[src/rtl/core/lca_pkg.sv]
// ----------------------------------------------------------------------------
// lca_pkg
// Shared types and constants for the bounded-board cellular automaton.
// ----------------------------------------------------------------------------
package lca_pkg;

  // Board geometry (square board, GRID_SIZE rows of GRID_SIZE cells)
  localparam int unsigned GRID_SIZE = 8;
  localparam int unsigned ROW_W     = GRID_SIZE;
  localparam int unsigned ROW_IDX_W = (GRID_SIZE > 1) ? $clog2(GRID_SIZE) : 1;

  // Fixed payload widths
  localparam int unsigned OPCODE_W = 2;
  localparam int unsigned IDX_W    = 3;
  localparam int unsigned CELLS_W  = 8;

  // Padded widths used to move between payload and board widths
  localparam int unsigned PAD_W     = (ROW_W > CELLS_W) ? ROW_W : CELLS_W;
  localparam int unsigned IDX_PAD_W = (ROW_IDX_W > IDX_W) ? ROW_IDX_W : IDX_W;
  localparam int unsigned CMP_W     = 7;

  // Neighbor count and rule thresholds
  localparam int unsigned NBR_W      = 4;
  localparam logic [NBR_W-1:0] SURVIVE_CNT = NBR_W'(2);
  localparam logic [NBR_W-1:0] BIRTH_CNT   = NBR_W'(3);

  typedef enum logic [OPCODE_W-1:0] {
    OP_LOAD = 2'd0,
    OP_STEP = 2'd1,
    OP_READ = 2'd2
  } opcode_e;

  typedef logic [ROW_W-1:0] row_t;

  // Command handed from the top level to the board
  typedef struct packed {
    logic                en;
    logic [OPCODE_W-1:0] opcode;
    logic [IDX_W-1:0]    row_index;
    logic [CELLS_W-1:0]  row_cells;
  } cmd_t;

endpackage

[src/rtl/core/lca_if.sv]
// ----------------------------------------------------------------------------
// lca_cmd_if / lca_rsp_if
// Valid/ready channels for commands and row results.
// ----------------------------------------------------------------------------
interface lca_cmd_if;
  logic                             valid;
  logic                             ready;
  logic [lca_pkg::OPCODE_W-1:0]     opcode;
  logic [lca_pkg::IDX_W-1:0]        row_index;
  logic [lca_pkg::CELLS_W-1:0]      row_cells;

  modport source (output valid, output opcode, output row_index, output row_cells,
                  input ready);
  modport sink   (input valid, input opcode, input row_index, input row_cells,
                  output ready);
endinterface

interface lca_rsp_if;
  logic                             valid;
  logic                             ready;
  logic [lca_pkg::CELLS_W-1:0]      row_out;
  logic [lca_pkg::IDX_W-1:0]        row_number;

  modport source (output valid, output row_out, output row_number, input ready);
  modport sink   (input valid, input row_out, input row_number, output ready);
endinterface

[src/rtl/core/lca_row_lane.sv]
// ----------------------------------------------------------------------------
// lca_row_lane
// Next-generation logic for one board row, from the rows above and below.
// ----------------------------------------------------------------------------
module lca_row_lane (
  input  lca_pkg::row_t up_i,
  input  lca_pkg::row_t mid_i,
  input  lca_pkg::row_t dn_i,
  output lca_pkg::row_t next_o
);

  logic [lca_pkg::ROW_W+1:0] up_p;
  logic [lca_pkg::ROW_W+1:0] mid_p;
  logic [lca_pkg::ROW_W+1:0] dn_p;

  // Dead cells beyond the left and right edges
  assign up_p  = {1'b0, up_i,  1'b0};
  assign mid_p = {1'b0, mid_i, 1'b0};
  assign dn_p  = {1'b0, dn_i,  1'b0};

  // Count the eight neighbors of each cell and apply the rule
  always_comb begin
    logic [lca_pkg::NBR_W-1:0] cnt;
    cnt    = '0;
    next_o = '0;
    for (int x = 0; x < lca_pkg::ROW_W; x++) begin
      cnt = lca_pkg::NBR_W'(up_p[x])  + lca_pkg::NBR_W'(up_p[x+1]) +
            lca_pkg::NBR_W'(up_p[x+2]) + lca_pkg::NBR_W'(mid_p[x]) +
            lca_pkg::NBR_W'(mid_p[x+2]) + lca_pkg::NBR_W'(dn_p[x]) +
            lca_pkg::NBR_W'(dn_p[x+1]) + lca_pkg::NBR_W'(dn_p[x+2]);
      next_o[x] = (cnt == lca_pkg::BIRTH_CNT) ||
                  (mid_i[x] && (cnt == lca_pkg::SURVIVE_CNT));
    end
  end

endmodule

[src/rtl/core/lca_board.sv]
// ----------------------------------------------------------------------------
// lca_board
// Board storage, one update lane per row, and the merge that builds the
// next board and picks the addressed row.
// ----------------------------------------------------------------------------
module lca_board (
  input  logic                        clk_i,
  input  logic                        rst_ni,
  input  lca_pkg::cmd_t               cmd_i,
  output logic [lca_pkg::CELLS_W-1:0] row_o
);

  lca_pkg::row_t board_q [lca_pkg::GRID_SIZE];
  lca_pkg::row_t board_d [lca_pkg::GRID_SIZE];
  lca_pkg::row_t lane_next [lca_pkg::GRID_SIZE];

  logic [lca_pkg::IDX_PAD_W-1:0] idx_pad;
  logic [lca_pkg::ROW_IDX_W-1:0] idx;
  logic                          on_board;
  logic [lca_pkg::PAD_W-1:0]     load_pad;
  lca_pkg::row_t                 load_row;
  logic [lca_pkg::PAD_W-1:0]     out_pad;
  lca_pkg::opcode_e              op;

  // Row addressing and load data sized to the board
  assign idx_pad  = lca_pkg::IDX_PAD_W'(cmd_i.row_index);
  assign idx      = idx_pad[lca_pkg::ROW_IDX_W-1:0];
  assign on_board = lca_pkg::CMP_W'(cmd_i.row_index) < lca_pkg::CMP_W'(lca_pkg::GRID_SIZE);
  assign load_pad = lca_pkg::PAD_W'(cmd_i.row_cells);
  assign load_row = load_pad[lca_pkg::ROW_W-1:0];
  assign op       = lca_pkg::opcode_e'(cmd_i.opcode);

  // One lane per row; rows beyond the top and bottom edges are dead
  for (genvar y = 0; y < lca_pkg::GRID_SIZE; y++) begin : g_lane
    lca_pkg::row_t up_row;
    lca_pkg::row_t dn_row;
    if (y > 0) begin : g_up
      assign up_row = board_q[y-1];
    end else begin : g_up_edge
      assign up_row = '0;
    end
    if (y < lca_pkg::GRID_SIZE - 1) begin : g_dn
      assign dn_row = board_q[y+1];
    end else begin : g_dn_edge
      assign dn_row = '0;
    end
    lca_row_lane u_lane (
      .up_i   (up_row),
      .mid_i  (board_q[y]),
      .dn_i   (dn_row),
      .next_o (lane_next[y])
    );
  end

  // Merge: next board per command
  always_comb begin
    board_d = board_q;
    if (cmd_i.en) begin
      case (op)
        lca_pkg::OP_LOAD: begin
          if (on_board) begin
            board_d[idx] = load_row;
          end
        end
        lca_pkg::OP_STEP: begin
          board_d = lane_next;
        end
        default: begin
        end
      endcase
    end
  end

  // Addressed row after the command, shown as columns 0 to 7
  always_comb begin
    out_pad = '0;
    if (on_board) begin
      out_pad = lca_pkg::PAD_W'(board_d[idx]);
    end
    row_o = out_pad[lca_pkg::CELLS_W-1:0];
  end

  // Board state, all cells dead after reset
  always_ff @(posedge clk_i or negedge rst_ni) begin
    if (!rst_ni) begin
      for (int y = 0; y < lca_pkg::GRID_SIZE; y++) begin
        board_q[y] <= '0;
      end
    end else if (cmd_i.en) begin
      board_q <= board_d;
    end
  end

endmodule

[src/rtl/core/life_cellular_automaton.sv]
// The result of a command is on rsp_o in the cycle after its transaction.
// Throughput: one command per cycle; a generation updates every row at once,
//   one row lane each, so an advance costs no more than a load or a read.
// A command is taken while the result register is empty or being drained.
// Reset (rst_ni low, asynchronous) clears the board to all dead and empties
//   the result register.
// ----------------------------------------------------------------------------
// life_cellular_automaton
// Top level: command channel, board with row lanes, registered result.
// ----------------------------------------------------------------------------
module life_cellular_automaton (
  input  logic        clk_i,
  input  logic        rst_ni,
  lca_cmd_if.sink     cmd_i,
  lca_rsp_if.source   rsp_o
);

  logic                        cmd_fire;
  logic                        rsp_valid_q;
  logic [lca_pkg::CELLS_W-1:0] row_out_q;
  logic [lca_pkg::IDX_W-1:0]   row_number_q;
  logic [lca_pkg::CELLS_W-1:0] board_row;
  lca_pkg::cmd_t               cmd;

  // Accept while the result register is free or drains this cycle
  assign cmd_i.ready = !rsp_valid_q || rsp_o.ready;
  assign cmd_fire    = cmd_i.valid && cmd_i.ready;

  assign cmd.en        = cmd_fire;
  assign cmd.opcode    = cmd_i.opcode;
  assign cmd.row_index = cmd_i.row_index;
  assign cmd.row_cells = cmd_i.row_cells;

  lca_board u_board (
    .clk_i  (clk_i),
    .rst_ni (rst_ni),
    .cmd_i  (cmd),
    .row_o  (board_row)
  );

  // Result valid flag
  always_ff @(posedge clk_i or negedge rst_ni) begin
    if (!rst_ni) begin
      rsp_valid_q <= 1'b0;
    end else if (cmd_fire) begin
      rsp_valid_q <= 1'b1;
    end else if (rsp_o.ready) begin
      rsp_valid_q <= 1'b0;
    end
  end

  // Result payload, loaded with each transaction
  always_ff @(posedge clk_i) begin
    if (cmd_fire) begin
      row_out_q    <= board_row;
      row_number_q <= cmd_i.row_index;
    end
  end

  assign rsp_o.valid      = rsp_valid_q;
  assign rsp_o.row_out    = row_out_q;
  assign rsp_o.row_number = row_number_q;

endmodule
[src/flat_wrapper.sv]
// flat-port wrapper written by rule: the top's interface ports become plain ports
module life_cellular_automaton_flat 
  (clk_i, rst_ni, cmd_i_valid, cmd_i_opcode, cmd_i_row_index, cmd_i_row_cells, cmd_i_ready, rsp_o_valid, rsp_o_row_out, rsp_o_row_number, rsp_o_ready);
  lca_cmd_if cmd_i_i ();
  lca_rsp_if rsp_o_i ();
  input  logic clk_i;
  input  logic rst_ni;
  input wire logic [$bits(cmd_i_i.valid)-1:0] cmd_i_valid;
  input wire logic [$bits(cmd_i_i.opcode)-1:0] cmd_i_opcode;
  input wire logic [$bits(cmd_i_i.row_index)-1:0] cmd_i_row_index;
  input wire logic [$bits(cmd_i_i.row_cells)-1:0] cmd_i_row_cells;
  output wire logic [$bits(cmd_i_i.ready)-1:0] cmd_i_ready;
  output wire logic [$bits(rsp_o_i.valid)-1:0] rsp_o_valid;
  output wire logic [$bits(rsp_o_i.row_out)-1:0] rsp_o_row_out;
  output wire logic [$bits(rsp_o_i.row_number)-1:0] rsp_o_row_number;
  input wire logic [$bits(rsp_o_i.ready)-1:0] rsp_o_ready;
  assign cmd_i_i.valid = cmd_i_valid;
  assign cmd_i_i.opcode = cmd_i_opcode;
  assign cmd_i_i.row_index = cmd_i_row_index;
  assign cmd_i_i.row_cells = cmd_i_row_cells;
  assign cmd_i_ready = cmd_i_i.ready;
  assign rsp_o_valid = rsp_o_i.valid;
  assign rsp_o_row_out = rsp_o_i.row_out;
  assign rsp_o_row_number = rsp_o_i.row_number;
  assign rsp_o_i.ready = rsp_o_ready;
  life_cellular_automaton u_core (.clk_i(clk_i), .rst_ni(rst_ni), .cmd_i(cmd_i_i), .rsp_o(rsp_o_i));
endmodule
[config.mk]
export PLATFORM = sky130hd
export DESIGN_NAME = life_cellular_automaton_flat
export DESIGN_NICKNAME = d
export VERILOG_FILES = /design/src/rtl/core/lca_pkg.sv /design/src/rtl/core/lca_if.sv /design/src/rtl/core/lca_row_lane.sv /design/src/rtl/core/lca_board.sv /design/src/rtl/core/life_cellular_automaton.sv /design/src/flat_wrapper.sv
export SDC_FILE = /design/constraint.sdc
export NUM_CORES = 1
export LEC_CHECK = 0
export ABC_AREA = 1
export BUFFER_PORTS_ARGS = -buffer_cell sky130_fd_sc_hd__buf_2
export CORE_MARGIN = 1
export CORE_UTILIZATION = 35
export CTS_CLUSTER_SIZE = 25
export DETAILED_ROUTE_END_ITERATION = 10
export PLACE_DENSITY_LB_ADDON = 0.3
export SYNTH_ARGS = -nofsm -noshare
export SYNTH_HDL_FRONTEND = slang
export SYNTH_SLANG_ARGS = --single-unit
export TNS_END_PERCENT = 5
[constraint.sdc]
create_clock -name clk_i -period 9.8 [get_ports clk_i]
set_clock_uncertainty 0.05 [all_clocks]
set_input_delay 1.47 -clock clk_i [delete_from_list [all_inputs] [get_ports clk_i]]
set_output_delay 1.47 -clock clk_i [all_outputs]
set_load 0.01 [all_outputs]
======== After elaboration in Yosys (flattened, before gate mapping) ========
Cells that the tools add are included.
Widths: inputs -> output; s select.
storage, ports and cells
  logic and storage cells ................. 636
  bits in read-only memories .............. 0
  register bits after elaboration ......... 76
  output and inout bits ................... 13
  memories kept ........................... 0
  RAM bits ................................ 0
  bits in latches ......................... 0
cells by class
  multiply operators ...................... 0
  divide/modulo/power cells ............... 0
  bitwise operators ....................... 1
  equality and inequality tests ........... 129
  shift-type cells ........................ 0
  reduce and logical (&&, ||, !) cells .... 134
  $add $sub $neg .......................... 349
  magnitude comparators ................... 2
  muxes and demuxes ....................... 10
operators with widths
  operator            number
  $add 4x1->4         292
  $eq 4x2->1 const B  128
  $pmux 64 s2         1
  $add 1x1->2         57
  $logic_and 1x1->1   66
  $logic_or 1x1->1    65
  $bwmux 64           1
  $mux 64             1
  $bmux 8 s3          1
  $demux 8 s3         1
  $mux 8              3
  $ge 4x4->1 const B  1
  $lt 4x1->1 const B  1
  $not 3->4           1
  $eq 2x1->1 const B  1
  $logic_not 2->1     1
  $mux 1              2
  $reduce_bool 2->1   1
  $logic_not 1->1     1

======== Longest topological paths before layout ========
Gate-level depths: netlist of the first run.
  depth after elaboration ................. 15
  depth in mapped cells ................... 19
  gate-level depth less buffers ........... 19

======== Modules after synthesis ========
From an unflattened synthesis of the first run, not the netlist that was laid out.
second synthesis, totals
  cells, all modules ...................... 1912
  area, all modules ....................... 14184.9 sq um
modules (own cells, without submodules)
  module                   area each (sq um)  cells an instance  times used  seq. area each (sq um)
  lca_row_lane             1253.7             160                8           0.0
  lca_board                3779.9             615                1           1601.5
  life_cellular_automaton  375.4              17                 1           355.3

======== Least setup slack after synthesis of the first run ========
Ideal clock, no wire load.
  path type ............................... reg2reg
  from .................................... register u_core.u_board.board_q (netlist bit u_core.u_board.g_lane[1].up_row[6])
  to ...................................... register u_core.row_out_q (netlist bit u_core.rsp_o.row_out[6]), data pin
  period minus slack after synthesis ...... 3.458 ns
  arrival time ............................ 3.278 ns
  cell stages (with the launch flop) ...... 20
  setup time .............................. 0.130 ns
  buffers on the path ..................... 0
  required time ........................... 9.620 ns
  path slack .............................. 6.342 ns
  path through ............................ dfrtp_1 > ha_1 > inv_1 > fa_1 > fa_1 > inv_1 > fa_1 > inv_1 > fa_1 > inv_1 > nand2_1 > nor2_1 > nand2_1 > nand2_1 > nand2_1 > nand2_1 > nand2_1 > nand2_1 > nor2_1 > nand2_1
on the way
  cells in the longest elaborated chain, start to end .. 15
RTL lines
  element                                         line                           RTL
  from (decl)                                     lca_board.sv:13                lca_pkg::row_t board_q [lca_pkg::GRID_SIZE];
  from (signal assigned)                          lca_board.sv:90                board_q <= board_d;
  $add 1x1->2                                     lca_row_lane.sv:27             cnt = lca_pkg::NBR_W'(up_p[x]) + lca_pkg::NBR_W'(up_p[x+1]) +
  $add 4x1->4                                     lca_row_lane.sv:27
  $add 4x1->4 (2 in series)                       lca_row_lane.sv:28             lca_pkg::NBR_W'(up_p[x+2]) + lca_pkg::NBR_W'(mid_p[x]) +
  $add 4x1->4 (2 in series)                       lca_row_lane.sv:29             lca_pkg::NBR_W'(mid_p[x+2]) + lca_pkg::NBR_W'(dn_p[x]) +
  $add 4x1->4                                     lca_row_lane.sv:30             lca_pkg::NBR_W'(dn_p[x+1]) + lca_pkg::NBR_W'(dn_p[x+2]);
  $eq 4x2->1                                      lca_row_lane.sv:32             (mid_i[x] && (cnt == lca_pkg::SURVIVE_CNT));
  $logic_and 1x1->1                               lca_row_lane.sv:32
  $logic_or 1x1->1                                lca_row_lane.sv:31             next_o[x] = (cnt == lca_pkg::BIRTH_CNT) ||
  $pmux 64 s2                                     lca_board.sv:59                case (op)
  $mux 64 (*)                                     lca_board.sv:58                if (cmd_i.en) begin
  $bmux 8 s3 (*)                                  lca_board.sv:78                out_pad = lca_pkg::PAD_W'(board_d[idx]);
  $mux 8 (implied by the code) (*) (2 in series)  lca_board.sv:78
  net u_core.board_row, one bit                   life_cellular_automaton.sv:22  logic [lca_pkg::CELLS_W-1:0] board_row;
  to (signal assigned)                            life_cellular_automaton.sv:55  row_out_q <= board_row;
  to (decl)                                       life_cellular_automaton.sv:20  logic [lca_pkg::CELLS_W-1:0] row_out_q;
Mark *: on every way through the listed nets, which the timed path passes. The rest lies on a longest branch. The select of a mux whose other input is x is not followed.
A chain may end at the register's enable or synchronous reset.

======== Final worst setup path of the first run ========
  from .................................... register u_core.u_board.board_q (netlist bit u_core.u_board.g_lane[4].dn_row[5])
  to ...................................... register u_core.row_out_q (netlist bit u_core.rsp_o.row_out[4]), data pin
on the way
  cells in the longest elaborated chain, start to end .. 14
RTL lines
  element                                         line
  $add 4x1->4                                     lca_row_lane.sv:27
  $add 4x1->4 (2 in series)                       lca_row_lane.sv:28
  $add 4x1->4 (2 in series)                       lca_row_lane.sv:29
  $add 4x1->4                                     lca_row_lane.sv:30
  $eq 4x2->1                                      lca_row_lane.sv:32
  $logic_and 1x1->1                               lca_row_lane.sv:32
  $logic_or 1x1->1                                lca_row_lane.sv:31
  $pmux 64 s2 (*)                                 lca_board.sv:59
  $mux 64 (*)                                     lca_board.sv:58
  $bmux 8 s3 (*)                                  lca_board.sv:78
  $mux 8 (implied by the code) (*) (2 in series)  lca_board.sv:78
  net u_core.board_row, one bit                   life_cellular_automaton.sv:22
Marked as above.

==> results of run 1 <==
[cell families after synthesis]
family	synth area share
compound gates	0.0237
xor+xnor	0.000633
fa+ha+maj	0.429
buf+inv	0.138
flops	0.141
simple gates	0.267
[state kept, by name, summed over array words and instances (netlist names)]
signal	cells
u_core.u_board.g_lane.up_row	8
u_core.rsp_o.row_out	8
u_core.u_board.g_lane.dn_row	56
u_core.rsp_o.row_number	3
u_core.rsp_o.valid	1
[final cells by class]
cell class | instances | area, sq um | share of cell area
Clock inverter | 4 | 48.8 | 0.00332
Inverter | 439 | 1650 | 0.112
Sequential cell | 76 | 1960 | 0.133
Multi-Input combinational cell | 1290 | 9980 | 0.679
Timing Repair Buffer | 33 | 178 | 0.0121
Tap cell | 518 | 648 | 0.0441
Clock buffer | 12 | 246 | 0.0168
[metal layers]
metal	global-route usage	part of all wire	up-vias
li1	-	-	5525
met1	0.264	0.47	5452
met2	0.320	0.47	273
met3	0.0265	0.052	37
met4	0.0349	0.012	2
met5	0	0.00035	-
[cell usage after synthesis, drive strengths merged]
cell type	count	area share
nand3b	28	0.015
o21a	3	0.0016
ha	161	0.15
and2	6	0.0027
a21oi	8	0.0029
a21boi	6	0.0033
dfrtp	65	0.12
edfxtp	11	0.024
nor3	1	0.00036
inv	437	0.12
xor2	1	0.00063
o21ai	24	0.0087
nand3	159	0.060
nor2	140	0.041
a31oi	4	0.0018
nand4	2	0.00090
o211ai	10	0.0054
clkinv	2	0.00054
clkbuf	3	0.00081
fa	196	0.28
nand2	539	0.15
buf	35	0.018
or2	2	0.00090
[worst min-delay path, cell delays in order, from the launching register on]
cell and delay, ns:
sky130_fd_sc_hd__dfrtp_1 0.34, sky130_fd_sc_hd__nand2_1 0.10, sky130_fd_sc_hd__nand2_1 0.08
[through the flow]
stage                     instances  hold WS (ns)   util  setup WS (ns)
final                          2372         0.507  0.379           5.92
after detailed placement       2356         0.486  0.371           5.80
after CTS                      2372         0.504  0.379           5.94
after global routing           2372         0.561  0.379           5.67
after floorplan                1843         0.440      -           6.34
after global placement         2356         0.486  0.371           5.88
[worst paths after layout]
check | start | to | slack, ns | cells past startpoint
min in group asynchronous | rst_ni | u_core.u_board.g_lane[5].dn_row[2] | 1.26 | 1
max in group asynchronous | rst_ni | u_core.u_board.g_lane[1].dn_row[6] | 7.77 | 1
min reg2reg | u_core.rsp_o.valid | u_core.rsp_o.valid | 0.51 | 2
max reg2reg | u_core.u_board.g_lane[4].dn_row[5] | u_core.rsp_o.row_out[4] | 5.92 | 18
min | u_core.rsp_o.valid | u_core.rsp_o.valid | 0.51 | 2
max | u_core.u_board.g_lane[4].dn_row[5] | u_core.rsp_o.row_out[4] | 5.92 | 18
==> key figures, run 1 <==
Status
  – Result of the run: completed

Layout
  – Post-layout nets: 2223
  – Most frequent cells in the layout: sky130_fd_sc_hd__nand2_1 (536), sky130_fd_sc_hd__inv_1 (428), sky130_fd_sc_hd__fa_1 (196)
  – Post-route standard cell area excluding fillers: roughly 15000 sq um
  – ANT cells: 0
  – Ratio of cells with drive above 1 in the final layout: 0.0394
  – Layout-stage area growth over the synthesis result: 6.29%
  – Number of fillers in the final layout: around 4000
  – Most common cell after layout, fill and taps aside: sky130_fd_sc_hd__nand2_1

Clocking
  – Post-CTS sizing: 0
  – TritonCTS clock tree: done
  – Worst-skew pair later-pin latency: ~0.35 ns
  – Number of sinks on the clock net: between 70 and 80
  – Max Root-Sink Buffers: 2
  – Number of buffers added by the clock tree synthesis step: 9
  – Register clock-pin slew on the reported worst setup and hold paths: ~0.07 ns
  – Clock root buffer master: sky130_fd_sc_hd__clkbuf_16
  – Number of buffers added to fix hold violations after cts: 0
  – Number of buffers added for setup after CTS: 0
  – H-tree lvl count: 3

STA
  – Period utilisation layout: 0.396
  – Slew margin rel.: 0.296
  – Actual transition at the worst max-transition pin: 1.06 ns
  – Max Fclk: roughly 260 MHz
  – Minimum period implied by the final worst setup slack: 3.88 ns
  – Final setup fails: 0
  – Final hold vios: 0
  – Number of max-slew violations in the final report: 0
  – RSZ-0062 raised after global routing: false
  – Setup TNS Final: 0 ns

Hold path
  – Path class of the lowest-slack min-delay path: register to register

Placement
  – Routability-driven placement congestion ratio: slightly above 0.8
  – DP HPWL: ~28 mm
  – Port-buffer cells: 29
  – Total placed instance area: 14400 sq um

Floorplan
  – Starting utilization of the core area: 0.356
  – Die width: 201 um
  – Core outline area: 38800 sq um
  – Die height: about 200 um
  – Ports placed on the boundary: 30
  – Die ar.: about 40000 sq um
  – Number of standard-cell rows in the floorplan: between 70 and 80

Route
  – Routed length per instance: ~15 um
  – Via count normalized by instance count: ~4.8
  – Residual antenna-violating net count after detailed routing: 0
  – Total vias in the final route: around 11000
  – Iteration count of the initial detailed-routing pass: 5
  – 1st-iter DRT viols: 898
  – DRC violation count after routing: 0
  – Wire length after detailed routing: 36.6 mm

GRT
  – Vias in the first global route: 11432
  – Largest net degree at the start of global routing: 66
  – Initial antenna violation count: 1
  – Overall routing resource usage: 0.191
  – Overflow left after global routing: 0
  – Global-route wire length before repair: just over 60 mm

Worst setup path
  – Critical Path, Cell by Cell: inv_1 -> fa_1 -> fa_1 -> inv_1 -> fa_1 -> inv_1 -> fa_1 -> inv_1 -> nand2_1 -> nor2_1 -> nand2_1 -> nand2_1 -> nand2_1 -> nand2_1 -> nand2_1 -> nand2_1 -> nor2_1 -> nand2_1
  – Most frequent cell on the critical path: sky130_fd_sc_hd__nand2_1
  – Arrival time reported for the critical path endpoint: 4.06 ns
  – Required time of the critical path: 9.98 ns
  – Peak fanout along the critical path: 6
  – Slowest stage cell on the critical path: sky130_fd_sc_hd__dfrtp_1
  – Category of cells accounting for the largest share of critical-path delay: adder cells
  – CP Buf/Inv Count: 4
  – Type of the setup path with the least slack: register to register
  – Kind of start point of the critical path: register
  – Crit end category: register
  – Largest stage delay on the critical path: about 0.57 ns

Synth
  – Synth cell types: 33
  – Mean area per synthesized cell: roughly 7.5 sq um
  – Part of the Yosys area used for sequential elements: 0.141
  – Synth Register Bits: 76
  – Total nets after synthesis: approximately 2200
  – Count of warnings emitted by yosys: 0
  – Cell count after synthesis: about 1800
  – Cell area after synthesis: between 10000 and 15000 sq um

Job
  – MaxCap Viol Count: 0
Power of run 1 is left out: the tool's default activity adds up to more than one toggle a clock period on the data nets, which glitch-free logic cannot reach.
==> run 2: changes to the inputs <==
Clock period 9.8 ns to 3.55 ns, I/O delays scaled along.
==> key figures, run 2 (synthesis results as in run 1) <==
Status
  – Result of the run: finished with violations
  – Violated checks: negative setup slack

Floorplan
  – Die height: roughly 200 um
  – Number of standard-cell rows in the floorplan: 72
  – Die ar.: ~40000 sq um
  – Core outline area: around 39000 sq um
  – Die width: ~200 um
  – Ports placed on the boundary: 30
  – Starting utilization of the core area: 0.356

Placement
  – Routability-driven placement congestion ratio: around 0.86
  – Placed insts: between 2000 and 2500
  – Port-buffer cells: 29
  – DP HPWL: 29.3 mm

GRT
  – Global-route wire length before repair: around 64 mm
  – Vias in the first global route: between 10000 and 15000
  – Overall routing resource usage: 0.200
  – Largest net degree at the start of global routing: 66
  – Overflow left after global routing: 0
  – Initial antenna violation count: 1

Worst setup path
  – Category of cells accounting for the largest share of critical-path delay: adder cells
  – Slowest stage cell on the critical path: sky130_fd_sc_hd__fa_1
  – Kind of start point of the critical path: register
  – Largest stage delay on the critical path: around 0.52 ns
  – Type of the setup path with the least slack: register to register
  – Critical Path, Cell by Cell: ha_1 -> inv_1 -> fa_1 -> fa_1 -> inv_1 -> fa_2 -> inv_1 -> fa_1 -> inv_1 -> nand2_1 -> nor2_1 -> nand2_1 -> nand2_1 -> nand2_1 -> nand2_1 -> nand2_1 -> nand2_1 -> nor2_1 -> nand2_1
  – Most frequent cell on the critical path: sky130_fd_sc_hd__nand2_1
  – CP Buf/Inv Count: 4
  – Arrival time reported for the critical path endpoint: 3.76 ns
  – Crit end category: register
  – Peak fanout along the critical path: 4
  – Required time of the critical path: between 3 and 4 ns

STA
  – RSZ-0062 raised after global routing: true
  – Setup TNS Final: -0.0348 ns
  – Actual transition at the worst max-transition pin: between 1 and 1.5 ns
  – Final setup fails: 1
  – Max Fclk: between 200 and 300 MHz
  – Final hold vios: 0
  – Slew margin rel.: 0.299
  – Period utilisation layout: 1.01
  – Minimum period implied by the final worst setup slack: 3.58 ns
  – Number of max-slew violations in the final report: 0
  – Worst Hold Margin: roughly 0.3 ns
  – Worst path setup slack after routing: -0.0348 ns

Layout
  – Multi-input gate area: 10100 sq um
  – Largest register FFs: 56
  – FF/Latch Area: approximately 2000 sq um
  – Ratio of cells with drive above 1 in the final layout: 0.130
  – Most frequent cells in the layout: sky130_fd_sc_hd__nand2_1 (524), sky130_fd_sc_hd__inv_1 (423), sky130_fd_sc_hd__fa_1 (185)
  – Post-layout nets: ~2400
  – Most common cell after layout, fill and taps aside: sky130_fd_sc_hd__nand2_1
  – Number of fillers in the final layout: 3960
  – Layout-stage area growth over the synthesis result: 14.5%
  – Number of standard cells in the final layout excluding fillers: approximately 2500

Route
  – Via count normalized by instance count: ~4.7
  – Residual antenna-violating net count after detailed routing: 0
  – DRC violation count after routing: 0
  – Total vias in the final route: 11825
  – Iteration count of the initial detailed-routing pass: 5
  – Wire length after detailed routing: around 38 mm
  – 1st-iter DRT viols: 655
  – Routed length per instance: approximately 15 um

Job
  – MaxCap Viol Count: 0

Clocking
  – TritonCTS clock tree: done
  – Number of sinks on the clock net: 76
  – Register clock-pin slew on the reported worst setup and hold paths: ~0.07 ns
  – H-tree lvl count: 3
  – Worst-skew pair later-pin latency: about 0.36 ns
  – Clock root buffer master: sky130_fd_sc_hd__clkbuf_16
  – Max Root-Sink Buffers: 2
  – Number of buffers added by the clock tree synthesis step: 9

Hold path
  – Path class of the lowest-slack min-delay path: input port to async pin
[run 2: worst reg2reg max path, stage by stage, from the launching register on]
cell	delay (ns)
sky130_fd_sc_hd__dfrtp_1	0.42
sky130_fd_sc_hd__ha_1	0.30
sky130_fd_sc_hd__inv_1	0.05
sky130_fd_sc_hd__fa_1	0.49
sky130_fd_sc_hd__fa_1	0.52
sky130_fd_sc_hd__inv_1	0.06
sky130_fd_sc_hd__fa_2	0.38
sky130_fd_sc_hd__inv_1	0.07
sky130_fd_sc_hd__fa_1	0.40
sky130_fd_sc_hd__inv_1	0.06
sky130_fd_sc_hd__nand2_1	0.04
sky130_fd_sc_hd__nor2_1	0.09
sky130_fd_sc_hd__nand2_1	0.06
sky130_fd_sc_hd__nand2_1	0.05
sky130_fd_sc_hd__nand2_1	0.04
sky130_fd_sc_hd__nand2_1	0.10
sky130_fd_sc_hd__nand2_1	0.07
sky130_fd_sc_hd__nand2_1	0.10
sky130_fd_sc_hd__nor2_1	0.05
sky130_fd_sc_hd__nand2_1	0.06
[run 2: routing by layer]
| layer | up-vias | global-route usage | part of all wire | wire [um] |
|---|---|---|---|---|
| li1 | 5804 | - | - | - |
| met5 | - | 0 | 0 | 0 |
| met2 | 298 | 0.340 | 0.48 | 18100 |
| met3 | 40 | 0.0305 | 0.059 | 2250 |
| met4 | 0 | 0.0537 | 0.016 | 611 |
| met1 | 5683 | 0.264 | 0.45 | 16900 |
[run 2: worst paths after layout]
check	start	to	slack (ns)	cells past startpoint
max	u_core.u_board.g_lane[1].up_row[4]	u_core.rsp_o.row_out[4]	-0.03	19
min	rst_ni	u_core.u_board.g_lane[6].dn_row[1]	0.30	1
max reg2reg	u_core.u_board.g_lane[1].up_row[4]	u_core.rsp_o.row_out[4]	-0.03	19
min reg2reg	u_core.u_board.g_lane[6].dn_row[7]	u_core.u_board.g_lane[6].dn_row[7]	0.51	2
max in group asynchronous	rst_ni	u_core.u_board.g_lane[2].dn_row[3]	2.39	1
min in group clk_i	cmd_i_valid	u_core.rsp_o.valid	0.39	3
[run 2: final cells by class]
type	instances	area share
sequential	76	0.125
timing repair buffer	171	0.0782
clock inverter	4	0.00111
inverter	439	0.104
clock buffer	12	0.0149
antenna	1	0.000158
tap	518	0.0409
multi-input combinational	1290	0.636
[run 2: metrics by stage]
stage | instance area, sq um | utilization | worst slack [ns]
2_1_floorplan | 13800 | - | 0.0919
3_3_place_gp | 15300 | 0.394 | -0.0333
3_5_place_dp | 15300 | 0.394 | -0.0716
4_1_cts | 15600 | 0.403 | -0.0189
5_1_grt | 15800 | 0.408 | -0.204
6_report | 15800 | 0.408 | -0.0348
[run 2: repair_timing]
item,in CTS,in global routing
gates cloned,0,0
setup buffers,9,16
hold buffers,0,0
gates resized for setup,13,38
pin swaps,14,28
setup endpoints to repair,5,7
Power of run 2 is left out for the same reason.
